[src/hw/rtl/umrt_pkg.sv]
package umrt_pkg;

    localparam int TABLE_DEPTH = 64;

    localparam int ID_W      = 32;
    localparam int HANDLE_W  = 8;
    localparam int TIME_W    = 32;
    localparam int TIMEOUT_W = 16;
    localparam int CMD_W     = 2;
    localparam int KIND_W    = 3;

    // Command codes carried by s_command.
    localparam logic [CMD_W-1:0] CMD_SEND = 2'd0;
    localparam logic [CMD_W-1:0] CMD_ACK  = 2'd1;
    localparam logic [CMD_W-1:0] CMD_TICK = 2'd2;

    // Event codes carried by m_event_kind.
    localparam logic [KIND_W-1:0] EV_FIRST   = 3'd0;
    localparam logic [KIND_W-1:0] EV_RETX    = 3'd1;
    localparam logic [KIND_W-1:0] EV_ACK_OK  = 3'd2;
    localparam logic [KIND_W-1:0] EV_ACK_IGN = 3'd3;
    localparam logic [KIND_W-1:0] EV_REJECT  = 3'd4;

    // Per-cycle operation strobes broadcast to every cell.
    typedef struct packed {
        logic do_send;
        logic do_ack;
        logic do_tick;
        logic do_pop;
    } umrt_ctl_t;

    // Priority flags that ripple from the lowest slot to the highest.
    typedef struct packed {
        logic free_seen;
        logic hit_seen;
        logic due_one;
        logic due_two;
    } umrt_chain_t;

endpackage

[src/hw/rtl/umrt_cell.sv]
module umrt_cell (
    input  logic                                  aclk,
    input  logic                                  aresetn,
    input  umrt_pkg::umrt_ctl_t                   ctl,
    input  logic [umrt_pkg::ID_W-1:0]             op_id,
    input  logic [umrt_pkg::HANDLE_W-1:0]         op_handle,
    input  logic [umrt_pkg::TIME_W-1:0]           cur_time,
    input  logic [umrt_pkg::TIME_W-1:0]           next_time,
    input  logic [umrt_pkg::TIMEOUT_W-1:0]        timeout,
    input  umrt_pkg::umrt_chain_t                 chain_in,
    output umrt_pkg::umrt_chain_t                 chain_out,
    output logic [umrt_pkg::ID_W-1:0]             sel_id,
    output logic [umrt_pkg::HANDLE_W-1:0]         sel_handle
);

    logic                              valid_reg;
    logic                              due_reg;
    logic [umrt_pkg::ID_W-1:0]         id_reg;
    logic [umrt_pkg::HANDLE_W-1:0]     handle_reg;
    logic [umrt_pkg::TIME_W-1:0]       stamp_reg;

    logic                              hit;
    logic                              take_send;
    logic                              take_ack;
    logic                              take_pop;
    logic                              expired;
    logic [umrt_pkg::TIME_W-1:0]       age;

    assign hit       = valid_reg && (id_reg == op_id);
    assign take_send = !valid_reg && !chain_in.free_seen;
    assign take_ack  = hit && !chain_in.hit_seen;
    assign take_pop  = due_reg && !chain_in.due_one;

    // Age is taken modulo 2^32, so the stamp may lie on either side of a wrap.
    assign age     = next_time - stamp_reg;
    assign expired = valid_reg && (age > {{(umrt_pkg::TIME_W-umrt_pkg::TIMEOUT_W){1'b0}}, timeout});

    assign chain_out.free_seen = chain_in.free_seen || !valid_reg;
    assign chain_out.hit_seen  = chain_in.hit_seen || hit;
    assign chain_out.due_one   = chain_in.due_one || due_reg;
    assign chain_out.due_two   = chain_in.due_two || (chain_in.due_one && due_reg);

    assign sel_id     = take_pop ? id_reg : '0;
    assign sel_handle = take_pop ? handle_reg : '0;

    always_ff @(posedge aclk) begin
        if (!aresetn) begin
            valid_reg <= 1'b0;
            due_reg   <= 1'b0;
        end else begin
            if (ctl.do_send && take_send) begin
                valid_reg <= 1'b1;
            end else if (ctl.do_ack && take_ack) begin
                valid_reg <= 1'b0;
            end
            if (ctl.do_tick) begin
                due_reg <= expired;
            end else if (ctl.do_pop && take_pop) begin
                due_reg <= 1'b0;
            end
        end
    end

    always_ff @(posedge aclk) begin
        if (ctl.do_send && take_send) begin
            id_reg     <= op_id;
            handle_reg <= op_handle;
            stamp_reg  <= cur_time;
        end else if (ctl.do_tick && expired) begin
            stamp_reg  <= next_time;
        end
    end

endmodule

[config.mk]
export PLATFORM = sky130hd
export DESIGN_NAME = umrt_cell
export DESIGN_NICKNAME = d
export VERILOG_FILES = /design/src/hw/rtl/umrt_pkg.sv /design/src/hw/rtl/umrt_cell.sv
export SDC_FILE = /design/constraint.sdc
export NUM_CORES = 1
export LEC_CHECK = 0
export ABC_AREA = 1
export BUFFER_PORTS_ARGS = -buffer_cell sky130_fd_sc_hd__buf_2
export CAP_MARGIN = 20
export CORE_MARGIN = 5
export CORE_UTILIZATION = 40
export CTS_CLUSTER_DIAMETER = 100
export DETAILED_ROUTE_END_ITERATION = 10
export PLACE_DENSITY = 0.62
export SETUP_SLACK_MARGIN = 0.3
export SYNTH_ARGS = -nofsm -noshare
export SYNTH_HDL_FRONTEND = slang
export SYNTH_SLANG_ARGS = --single-unit
[constraint.sdc]
create_clock -name aclk -period 4.7 [get_ports aclk]
set_clock_uncertainty 0.2 [all_clocks]
set_input_delay 0.705 -clock aclk [delete_from_list [all_inputs] [get_ports aclk]]
set_output_delay 0.705 -clock aclk [all_outputs]
set_load 0.01 [all_outputs]
* Word-level counts from Yosys, hierarchy flattened
Cells that the tools add are included.
Cells by class: add/sub/neg operators 1, mux-type cells 8, eq/ne operators 1, reduce and logical (&&, ||, !) cells 21, order comparisons 1
Operators with widths (count):
- $mux W32 | 3
- $eq A32 B32 Y1 | 1
- $gt A32 B16 Y1 | 1
- $sub A32 B32 Y32 | 1
- $logic_and A1 B1 Y1 | 10
- $mux W8 | 1
- $reduce_bool A2 Y1 | 3
- $logic_not A1 Y1 | 4
- $logic_or A1 B1 Y1 | 4
- $mux W1 | 4
Word-level totals: flip-flop bits (word level) 74, word-level logic and storage cells 37, input bits 130, output and inout port bits 44

* Logic depth before layout (Yosys ltp)
Gate-level depths: netlist of run 1.
word-level depth 6, depth in mapped cells 26, depth with buffers taken out 26

* Worst setup path before layout of run 1
OpenSTA, ideal clock, no wires.
kind input to register, start point input next_time[0] (netlist name), end point register stamp_reg[0] (netlist name) (enable), path buffers 0, path slack 0.567 ns, data arrival time 3.455 ns, data required time 4.022 ns, cell stages on the path 23, setup time 0.478 ns, path through inv_1 -> ha_1 -> fa_1 -> inv_1 -> nand2_1 -> nand3_1 -> nand2_1 -> nand2_2 -> xor2_1 -> ha_1 -> nand2_1 -> inv_1 -> nand3_1 -> nor3_1 -> nand3_1 -> nand2_1 -> nand2_1 -> nor2_1 -> nand2_1 -> nor2_2 -> nand2_1 -> nand2_2 -> nand2_1
Between the ends: cells in the longest elaborated chain, start to end 5
Ends and longest elaborated chain:
- start: declaration | line umrt_cell.sv:8 | input logic [umrt_pkg::TIME_W-1:0] next_time,
- $sub A32 B32 Y32 | line umrt_cell.sv:35 | assign age = next_time - stamp_reg;
- $gt A32 B16 Y1 | line umrt_cell.sv:36 | assign expired = valid_reg && (age > {{(umrt_pkg::TIME_W-umrt_pkg::TIMEOUT_W){1'b0}}, timeout});
- $logic_and A1 B1 Y1 | line umrt_cell.sv:36
- $logic_and A1 B1 Y1 | line umrt_cell.sv:69 | end else if (ctl.do_tick && expired) begin
- $reduce_bool A2 Y1 (no line)
- end signal: assignment | line umrt_cell.sv:68 | stamp_reg <= cur_time;
- end signal: assignment | line umrt_cell.sv:70 | stamp_reg <= next_time;
- end: declaration | line umrt_cell.sv:20 | logic [umrt_pkg::TIME_W-1:0] stamp_reg;
Every way passes these cells. A chain may end at the register's enable or synchronous reset.

* Worst setup path after layout of run 1
start point input next_time[9] (netlist name), end point register stamp_reg[14] (netlist name) (enable)
Same word-level chain as after synthesis.

==> results of run 1 <==
-- cell usage after synthesis --
cell,instances
ha_1,47
nor2_2,7
a21o_1,1
and2_1,5
nor2_1,86
nand2_2,16
edfxtp_1,72
nand2_4,1
xnor2_1,2
nand4_1,9
o211ai_1,1
nand3b_1,1
nor2_4,1
fa_1,1
o2111ai_1,7
clkinv_1,2
a21oi_2,2
o21bai_1,3
inv_2,1
nor4_1,4
clkbuf_1,10
o21a_1,1
xor2_1,22
nand3_1,33
nand3_2,3
inv_1,218
a21oi_1,29
dfxtp_1,2
or2_2,12
a211o_1,2
nor3_1,3
and3_1,3
o21ai_0,7
nand2_1,369
-- stage by stage --
| stage | setup slack [ps] | util, % |
|---|---|---|
| after CTS | 838 | 49.9 |
| after global routing | 523 | 49.9 |
| after global placement | 604 | 48.0 |
| after floorplan | 567 | - |
| after detailed placement | 486 | 48.0 |
| final | 835 | 49.9 |
-- critical path, stage by stage --
cell and delay (ps):
buf_2 110, ha_1 370, nand2_2 160, inv_1 70, nand2_1 80, nand2_1 80, a21oi_1 170, nand2_2 110
xor2_1 160, ha_1 300, nand2_1 70, inv_1 50, nand3_1 80, nor3_1 240, nand3_1 130, nand2_1 100
nand2_1 70, nor2_1 100, nand2_1 70, nor2_2 70, nand2_1 60, nand2_2 70, nand2_1 60, buf_4 250
-- power by group --
group	total, mW	internal [mW]	switching, mW	leakage, nW
combinational	0.643	0.244	0.399	3.83
sequential	0.783	0.772	0.0111	0.692
clock	0.724	0.415	0.309	0.144
-- metal layers --
layer  wire, um  global-route usage (%)
met3        995                    2.74
met5          0                       0
met2       8280                    31.6
met1       8280                    25.6
met4        286                    5.82
-- logic make-up (layout without fill, tap and decap cells) --
kind of cell	Yosys count	after routing
buffers and inverters	231	416
XOR/XNOR	24	24
adder cells (fa/ha/maj)	48	48
AND/OR/NAND/NOR	553	553
flip-flops	74	74
AO/OA/AOI/OAI	53	53
-- final cells by class --
class                           instances  share of cell area (%)
Clock inverter                          7                   0.960
Timing Repair Buffer                  179                    11.5
Multi-Input combinational cell        678                    43.2
Tap cell                              216                    3.40
Sequential cell                        74                    27.7
Inverter                              221                    10.4
Clock buffer                            9                    2.83
-- how the worst max path moves through the flow --
stage	start	end	slack [ps]	cells past startpoint
finish	next_time[9]	stamp_reg[14]	830	24
global route	next_time[9]	stamp_reg[14]	520	25
CTS	next_time[9]	stamp_reg[12]	840	25
detailed placement	next_time[9]	stamp_reg[12]	490	25
global placement	next_time[9]	stamp_reg[10]	600	25
floorplan	next_time[0]	stamp_reg[0]	570	23
==> impl_metrics.py, run 1 <==
metrics = {
    "worst_setup_path": {
        "required_ps": 4580,
        "critPathMaxFanout": 19,
        "setup.worst_path.end_class": "flop",
        "arrival_ps": 3740,
        "r2r_slack_ps": 950,
        "timing.rr.start": "stamp_reg[9]",
        "cp-start-kind": "input port",
        "reg2regPathDepth": 24,
        "r2r-end": "stamp_reg[14]",
        "crit_type": "input port to flop",
    },
    "power_and_ir_drop": {
        "power.density_mw_per_mm2": 270,
        "peakVddDrop_mv": 0.188,
        "p_total_mw": 2.15,
        "p_leak_nw": 4.67,
    },
    "yosys": {
        "avgSynthCellArea_sq_um": 6.62,
        "yosysWarnings": 0,
        "synth_area_leaders": "edfxtp_1 (33%), nand2_1 (21%), inv_1 (13%)",
        "synth.area.mux_share_pct": 0,
        "synth_compound_area_share_pct": 4.94,
        "synth.cell_area_sq_mm": 0.00651,
        "synthXorXnorAreaFrac_pct": 3.23,
        "synth_seq_cells": 74,
        "yosysTopAreaCell": "edfxtp_1",
        "synthAdderAreaFrac_pct": 9.34,
        "ys_seq_area_share_pct": 33.8,
        "synth_top_family_by_area": "simple AND/OR/NAND/NOR gates",
        "synthSimpleGateAreaFrac_pct": 35.3,
        "netlist_instances": 983,
        "ys_types": 34,
        "netlist.area_leader.share_pct": 33.2,
        "syn-num-nets": 1161,
    },
    "route": {
        "via_per_inst": 4.48,
        "vias": 6205,
        "postRouteAntennaNets": 0,
        "finalWirelength_um": 17800,
        "wire_per_inst_um": 12.9,
        "drtIter0Drc": 209,
        "drt_pre_antenna_iters": 5,
        "drc_errors": 0,
    },
    "global_route": {
        "global_route.usage.total_pct": 19.0,
        "grt_first_pass_wirelength_um": 28100,
        "grt.overflow.total": 0,
        "grt_max_degree": 34,
        "antenna_found_initial": 0,
        "grt_pass1_vias": 5897,
    },
    "hold_path": {
        "hold_depth": 1,
        "hold_path.startpoint": "op_handle[5]",
        "hold_path.class": "input port to flop",
        "whs_endpoint": "handle_reg[5]",
    },
    "placed_design": {
        "gp_congestion": 0.894,
        "dpl_cell_area_sq_mm": 0.00765,
        "port_buffers": 173,
        "dp_hpwl_um": 14800,
        "placed_cells": 1368,
    },
    "clocking": {
        "cts_inserted_buffers": 9,
        "cts_hold_buffers": 0,
        "cts.clk_slew.worst_paths_ps": 60,
        "root_buffer": "clkbuf_16",
        "post_cts_resize_count": 0,
        "cts_tree": "yes",
        "postCtsSetupBuffers": 0,
        "clk_latency_ps": 350,
        "cts_max_level": 3,
        "clockBufferDepth": 2,
        "cts.sink_count": 74,
    },
    "floorplanning": {
        "rows": 46,
        "start_util_pct": 40.8,
        "die_h_um": 138,
        "pin_count": 174,
        "dieArea_sq_mm": 0.0189,
        "die_x_um": 138,
        "core-area_sq_mm": 0.0159,
    },
    "cells_and_area": {
        "area_growth_pct": 22.2,
        "fin_cells": 1384,
        "fin_nets": 1341,
        "multi_input_area_sq_mm": 0.00344,
        "seq_area_sq_mm": 0.00220,
        "mostFrequentLayoutCells": "nand2_1 (369), inv_1 (218), buf_2 (173)",
        "n_antenna_cell": 0,
        "stdcell_area_sq_mm": 0.00795,
        "drive_above_1_share_pct": 20.4,
        "fillers": 1699,
        "final_common_cell": "nand2_1",
    },
    "timing": {
        "fin_crit_sh_pct": 82.2,
        "setup_tns_ps": 0,
        "fin_hold_ws_ps": 332,
        "max_freq_mhz": 259,
        "report.final.slew_viol_count": 0,
        "fin_crit_ps": 3870,
        "rsz0062_at_grt": "no",
        "slew_headroom_pct": 35.1,
        "hold_viol": 0,
        "worst_pin_slew_ps": 971,
        "setup_violations": 0,
    },
    "run_status": {
        "status": "complete, no violations",
    },
    "flow_run": {
        "drv_cap": 0,
    },
}
No activity file was read; power rests on OpenSTA's default activity.
==> run 2, diff against run 1 <==
- PLACE_DENSITY: 0.62 -> 0.65
- clock period: 4.7 -> 3.35 ns (I/O delays scaled with it)
==> run 2 against run 1 <==
Net effect: the run now ends with setup timing left; via count up 6.1%; utilization grew 5.5 points; register-to-register slack worse by 1000 ps; clock-buffer cell count stayed put; combinational power rose by 77%; cell count rose by 4.6%; cell area increased by 11%; highest routed layer unchanged.
==> impl_metrics.py, run 2 (same netlist as run 1, synthesis figures left out) <==
metrics = {
    "global_route": {
        "grt_first_pass_wirelength_um": 29100,
        "grt_pass1_vias": 6306,
        "global_route.usage.total_pct": 19.6,
        "grt.overflow.total": 0,
        "grt_max_degree": 54,
        "antenna_found_initial": 1,
    },
    "worst_setup_path": {
        "setup.worst_path.end_class": "flop",
        "crit_top_cell": "nand2_2",
        "critPathMaxFanout": 8,
        "r2r_slack_ps": -80,
        "crit_type": "flop to flop",
        "cp_top_family": "simple AND/OR/NAND/NOR gates",
        "r2r-end": "stamp_reg[30]",
        "cp-start-kind": "flop",
        "slowest_stage": "edfxtp_1",
        "required_ps": 3210,
        "timing.rr.start": "stamp_reg[3]",
        "path_cells": "inv_1 > ha_4 > nand2_2 > nor2_2 > and3_1 > nand2_1 > nand2_2 > xor2_1 > ha_1 > a21oi_2 > o21ai_1 > a21oi_2 > nand2_1 > nand2_2 > nand2_2 > nor2_1 > nand2_1 > nor2_2 > nand2_2 > nand2_8 > nand2_8",
        "critPathMaxStageDelay_ps": 340,
        "arrival_ps": 3280,
        "critical_path_buf_inv_count": 1,
        "reg2regPathDepth": 21,
    },
    "floorplanning": {
        "start_util_pct": 40.8,
        "core-area_sq_mm": 0.0159,
        "pin_count": 174,
        "dieArea_sq_mm": 0.0189,
        "die_h_um": 138,
        "rows": 46,
        "die_x_um": 138,
    },
    "timing": {
        "fin_crit_ps": 3430,
        "hold_viol": 0,
        "slew_headroom_pct": 57.9,
        "report.final.slew_viol_count": 0,
        "max_freq_mhz": 292,
        "fin_crit_sh_pct": 102,
        "worst_pin_slew_ps": 632,
        "layout_setup_ws_ps": -76.2,
        "rsz0062_at_grt": "yes",
        "setup_violations": 33,
        "fin_hold_ws_ps": 138,
    },
    "cells_and_area": {
        "final_common_cell": "nand2_1",
        "fin_nets": 1403,
        "drive_above_1_share_pct": 29.6,
        "mostFrequentLayoutCells": "nand2_1 (351), inv_1 (207), buf_2 (173)",
        "multi_input_area_sq_mm": 0.00388,
        "fillers": 1601,
        "fin_cells": 1447,
        "seq_area_sq_mm": 0.00220,
        "area_growth_pct": 35.7,
    },
    "clocking": {
        "clockBufferDepth": 2,
        "cts_max_level": 3,
        "cts.sink_count": 74,
        "cts_tree": "yes",
        "cts.clk_slew.worst_paths_ps": 70,
        "cts_inserted_buffers": 9,
        "root_buffer": "clkbuf_16",
        "clk_latency_ps": 350,
    },
    "route": {
        "drtIter0Drc": 335,
        "wire_per_inst_um": 13.0,
        "drt_pre_antenna_iters": 4,
        "finalWirelength_um": 18800,
        "via_per_inst": 4.55,
        "postRouteAntennaNets": 0,
        "vias": 6585,
        "drc_errors": 0,
    },
    "power_and_ir_drop": {
        "power.density_mw_per_mm2": 360,
        "p_leak_nw": 4.99,
        "p_total_mw": 3.18,
        "peakVddDrop_mv": 0.242,
    },
    "hold_path": {
        "whs_endpoint": "handle_reg[1]",
        "hold_path.startpoint": "op_handle[1]",
        "hold_path.class": "input port to flop",
        "hold_depth": 1,
    },
    "flow_run": {
        "drv_cap": 0,
    },
    "placed_design": {
        "gp_congestion": 0.866,
        "placed_cells": 1416,
        "post-place-ws_ps": -514,
        "port_buffers": 173,
        "dp_hpwl_um": 15000,
    },
    "run_status": {
        "violations": "setup timing",
        "status": "finished, violations left",
    },
}
run 2: changes by cell type in the layout (fill, tap and decap cells not counted), sizes merged:
| cell | change |
|---|---|
| buf | +59 |
| bufinv | -1 |
| clkinv | -1 |
| clkinvlp | +3 |
| diode | +1 |
| inv | -1 |
| nand2 | +3 |
run 2: layout make-up:
class,count,area share [%]
antenna,1,0.0283
clock buffer,9,2.55
clock inverter,7,0.623
inverter,221,9.53
multi-input combinational,681,43.9
sequential,74,24.9
tap,216,3.06
timing repair buffer,238,15.4
run 2: metrics by stage:
step / TNS [ps] / utilization [%] / instance area [sq um]
detailed placement: -16550 / 51.1 / 8150
CTS: -1480 / 54.5 / 8680
global route: -8630 / 55.4 / 8830
finish: -1840 / 55.4 / 8830
global placement: -15830 / 51.1 / 8150
floorplan: 0 / - / 6640
run 2: power by group:
| part | internal [mW] | switching, mW | leakage (nW) |
|---|---|---|---|
| combinational | 0.490 | 0.649 | 4.17 |
| clock | 0.507 | 0.431 | 0.126 |
| sequential | 1.08 | 0.0174 | 0.692 |
run 2: how the worst max path moves through the flow:
stage,from,endpoint,depth (start not counted),slack (ps)
finish,stamp_reg[3],stamp_reg[30],21,-80
global route,stamp_reg[2],stamp_reg[30],25,-290
global placement,next_time[3],stamp_reg[9],21,-490
detailed placement,next_time[3],stamp_reg[10],21,-510
CTS,stamp_reg[0],stamp_reg[30],23,-70
floorplan,next_time[0],stamp_reg[0],24,90
run 2: repair_timing:
action,4_1_cts,5_1_grt
cloned,3,0
buffers inserted,6,5
hold buffers,0,0
setup endpoints to repair,33,33
pin swaps,20,5
gates resized for setup,35,24
run 2: layer usage:
| layer | GRT usage [%] | up-vias | part of all wire, % |
|---|---|---|---|
| met5 | 0 | - | 0 |
| met4 | 4.38 | 0 | 1.1 |
| met3 | 3.94 | 15 | 6.7 |
| met2 | 33.9 | 165 | 46 |
| met1 | 25.4 | 2915 | 46 |
| li1 | - | 3490 | - |
==> run 3, diff against run 2 <==
- ABC_AREA: 1 -> not set
- PLACE_DENSITY: 0.65 -> 0.66
==> run 3 against run 2 <==
Net effect: the flow still finishes with violations (setup timing); sequential share of layout area increased by 1.7 points; die area decreased by 8.4%; cell count decreased by 25%; synthesized cell count decreased by 37%; first-iteration DRC count decreased by 36%; hold slack got worse by 4.1 ps; critical path depth decreased by 2; critical path type unchanged; largest power group is now registers; highest routed layer unchanged.
==> impl_metrics.py, run 3 <==
metrics = {
    "run_status": {
        "status": "finished, violations left",
        "violations": "setup timing",
    },
    "global_route": {
        "grt_max_degree": 77,
        "global_route.usage.total_pct": 17.9,
        "grt_pass1_vias": 5430,
        "grt.overflow.total": 0,
        "grt_first_pass_wirelength_um": 25800,
        "antenna_found_initial": 0,
    },
    "timing": {
        "max_freq_mhz": 234,
        "fin_crit_ps": 4280,
        "setup_tns_ps": -30430,
        "layout_setup_ws_ps": -932,
        "slew_headroom_pct": 64.8,
        "fin_crit_sh_pct": 128,
        "setup_violations": 33,
        "hold_viol": 0,
        "report.final.slew_viol_count": 0,
        "worst_pin_slew_ps": 525,
        "rsz0062_at_grt": "yes",
    },
    "yosys": {
        "async_flop_share_pct": 0,
        "syn-num-nets": 793,
        "synth_seq_cells": 74,
        "yosysMostFrequentCell": "edfxtp_1",
        "netlist_instances": 615,
        "netlist.area_leader.share_pct": 36.5,
        "ys_types": 64,
        "synth_area_leaders": "edfxtp_1 (37%), ha_1 (9.9%), xnor2_1 (6.4%)",
        "ys.flop_type": "edfxtp_1",
        "synthTopCellsByCount": "edfxtp_1 (72), inv_1 (57), nand2_1 (54)",
        "ys_seq_area_share_pct": 37.2,
        "synth.cell_area_sq_mm": 0.00592,
        "avgSynthCellArea_sq_um": 9.63,
        "synth_edf_count": 72,
        "yosysWarnings": 0,
        "yosysTopAreaCell": "edfxtp_1",
    },
    "route": {
        "wire_per_inst_um": 14.4,
        "finalWirelength_um": 15600,
        "drt_pre_antenna_iters": 4,
        "via_per_inst": 4.99,
        "vias": 5421,
        "drtIter0Drc": 216,
        "postRouteAntennaNets": 0,
        "drc_errors": 0,
    },
    "power_and_ir_drop": {
        "p_seq_share_pct": 35.7,
        "power_frac_clock_pct": 29.4,
        "p_sw_uw": 953,
        "power.density_mw_per_mm2": 373,
        "swShare_pct": 30.9,
        "peakVddDrop_mv": 0.219,
        "p_int_mw": 2.14,
        "combPwrFrac_pct": 34.9,
        "p_leak_nw": 3.79,
    },
    "cells_and_area": {
        "area_growth_pct": 39.7,
        "final_common_cell": "buf_2",
        "fillers": 1303,
        "drive_above_1_share_pct": 41.1,
        "stdcell_area_sq_mm": 0.00827,
        "n_antenna_cell": 0,
        "mostFrequentLayoutCells": "buf_2 (173), buf_4 (111), edfxtp_1 (72)",
        "fin_nets": 1075,
    },
    "worst_setup_path": {
        "slowest_stage": "edfxtp_1",
        "required_ps": 3250,
        "cp_top_family": "simple AND/OR/NAND/NOR gates",
        "setup.worst_path.end_class": "flop",
        "path_cells": "ha_4 > fa_2 > nor2b_4 > o2111ai_4 > a21oi_2 > and2b_2 > xnor2_2 > ha_1 > and4_4 > nand2_4 > nor3_2 > a21o_1 > o311a_1 > nand4_1 > nand4b_1 > nor4_2 > o21bai_2 > buf_4 > buf_12",
        "critPathMaxStageDelay_ps": 410,
        "cp-start-kind": "flop",
        "crit_type": "flop to flop",
        "r2r_slack_ps": -930,
        "critPathMaxFanout": 16,
        "critical_path_buf_inv_count": 2,
        "arrival_ps": 4180,
    },
    "floorplanning": {
        "dieArea_sq_mm": 0.0173,
        "start_util_pct": 40.7,
        "die_h_um": 132,
        "rows": 44,
        "core-area_sq_mm": 0.0145,
        "die_x_um": 132,
        "pin_count": 174,
    },
    "placed_design": {
        "dp_hpwl_um": 12800,
        "post-place-ws_ps": -1300,
        "gp_congestion": 0.849,
        "dpl_cell_area_sq_mm": 0.00785,
        "port_buffers": 173,
    },
    "clocking": {
        "clockBufferDepth": 2,
        "cts.clk_slew.worst_paths_ps": 60,
        "cts.sink_count": 74,
        "cts_tree": "yes",
        "cts_hold_buffers": 0,
        "clk_latency_ps": 350,
        "cts_inserted_buffers": 9,
        "cts_max_level": 3,
        "root_buffer": "clkbuf_16",
    },
    "flow_run": {
        "drv_cap": 0,
    },
    "hold_path": {
        "hold_path.class": "input port to flop",
    },
}
## run 3: logic make-up (layout without fill, tap and decap cells)
logic type / count (synthesis) / in the layout / synth area share [%]
adder cells (fa/ha/maj): 48 / 48 / 10.3
flip-flops: 74 / 74 / 37.2
AO/OA/AOI/OAI: 131 / 131 / 15.3
buffers and inverters: 75 / 362 / 4.97
AND/OR/NAND/NOR: 200 / 200 / 17.9
multiplexers: 36 / 36 / 6.83
XOR/XNOR: 51 / 51 / 7.54
## run 3: worst paths after layout
check                             startpoint             to  cells past startpoint
worst max-delay path            stamp_reg[0]  stamp_reg[23]                     19
worst min-delay path            op_handle[6]  handle_reg[6]                      1
worst max register to register  stamp_reg[0]  stamp_reg[23]                     19
worst min register to register     valid_reg      valid_reg                      2
## run 3: layer usage
| metal | GRT usage (%) | share of wire [%] | vias up |
|---|---|---|---|
| li1 | - | - | 2790 |
| met1 | 22.6 | 45 | 2451 |
| met2 | 30.5 | 47 | 157 |
| met3 | 3.67 | 5.5 | 23 |
| met4 | 6.34 | 2.2 | 0 |
| met5 | 0 | 0 | - |
## run 3: metrics by stage
| step | power, mW | utilization, % | hold slack (ps) | instances |
|---|---|---|---|---|
| global placement | 2.14 | 54.0 | 479 | 1064 |
| floorplan | 1.73 | - | 401 | 615 |
| CTS | 3.12 | 56.7 | 117 | 1085 |
| global route | 3.30 | 56.9 | 115 | 1086 |
| detailed placement | 2.16 | 54.0 | 481 | 1064 |
| finish | 3.09 | 56.9 | 134 | 1086 |
## run 3: repair_timing
action | in CTS | in global routing
cloned | 2 | 0
endpoints found under the setup margin | 34 | 34
resized for setup | 9 | 5
pin swaps | 9 | 8
setup buffers | 3 | 1
## run 3: cell type report
class / instances / area [sq um] / share of cell area, %
multi-input combinational: 466 / 3530 / 42.7
sequential: 74 / 2200 / 26.6
timing repair buffer: 289 / 1810 / 21.8
tap: 184 / 230 / 2.78
inverter: 57 / 226 / 2.74
clock buffer: 9 / 225 / 2.72
clock inverter: 7 / 52.6 / 0.635
## run 3: power groups by stage
stage | sequential (mW) | combinational [mW] | clock (mW)
detailed placement | 1.12 | 1.03 | 0
global route | 1.11 | 1.20 | 0.987
floorplan | 1.12 | 0.611 | 0
CTS | 1.10 | 1.07 | 0.944
finish | 1.10 | 1.08 | 0.908
global placement | 1.12 | 1.02 | 0
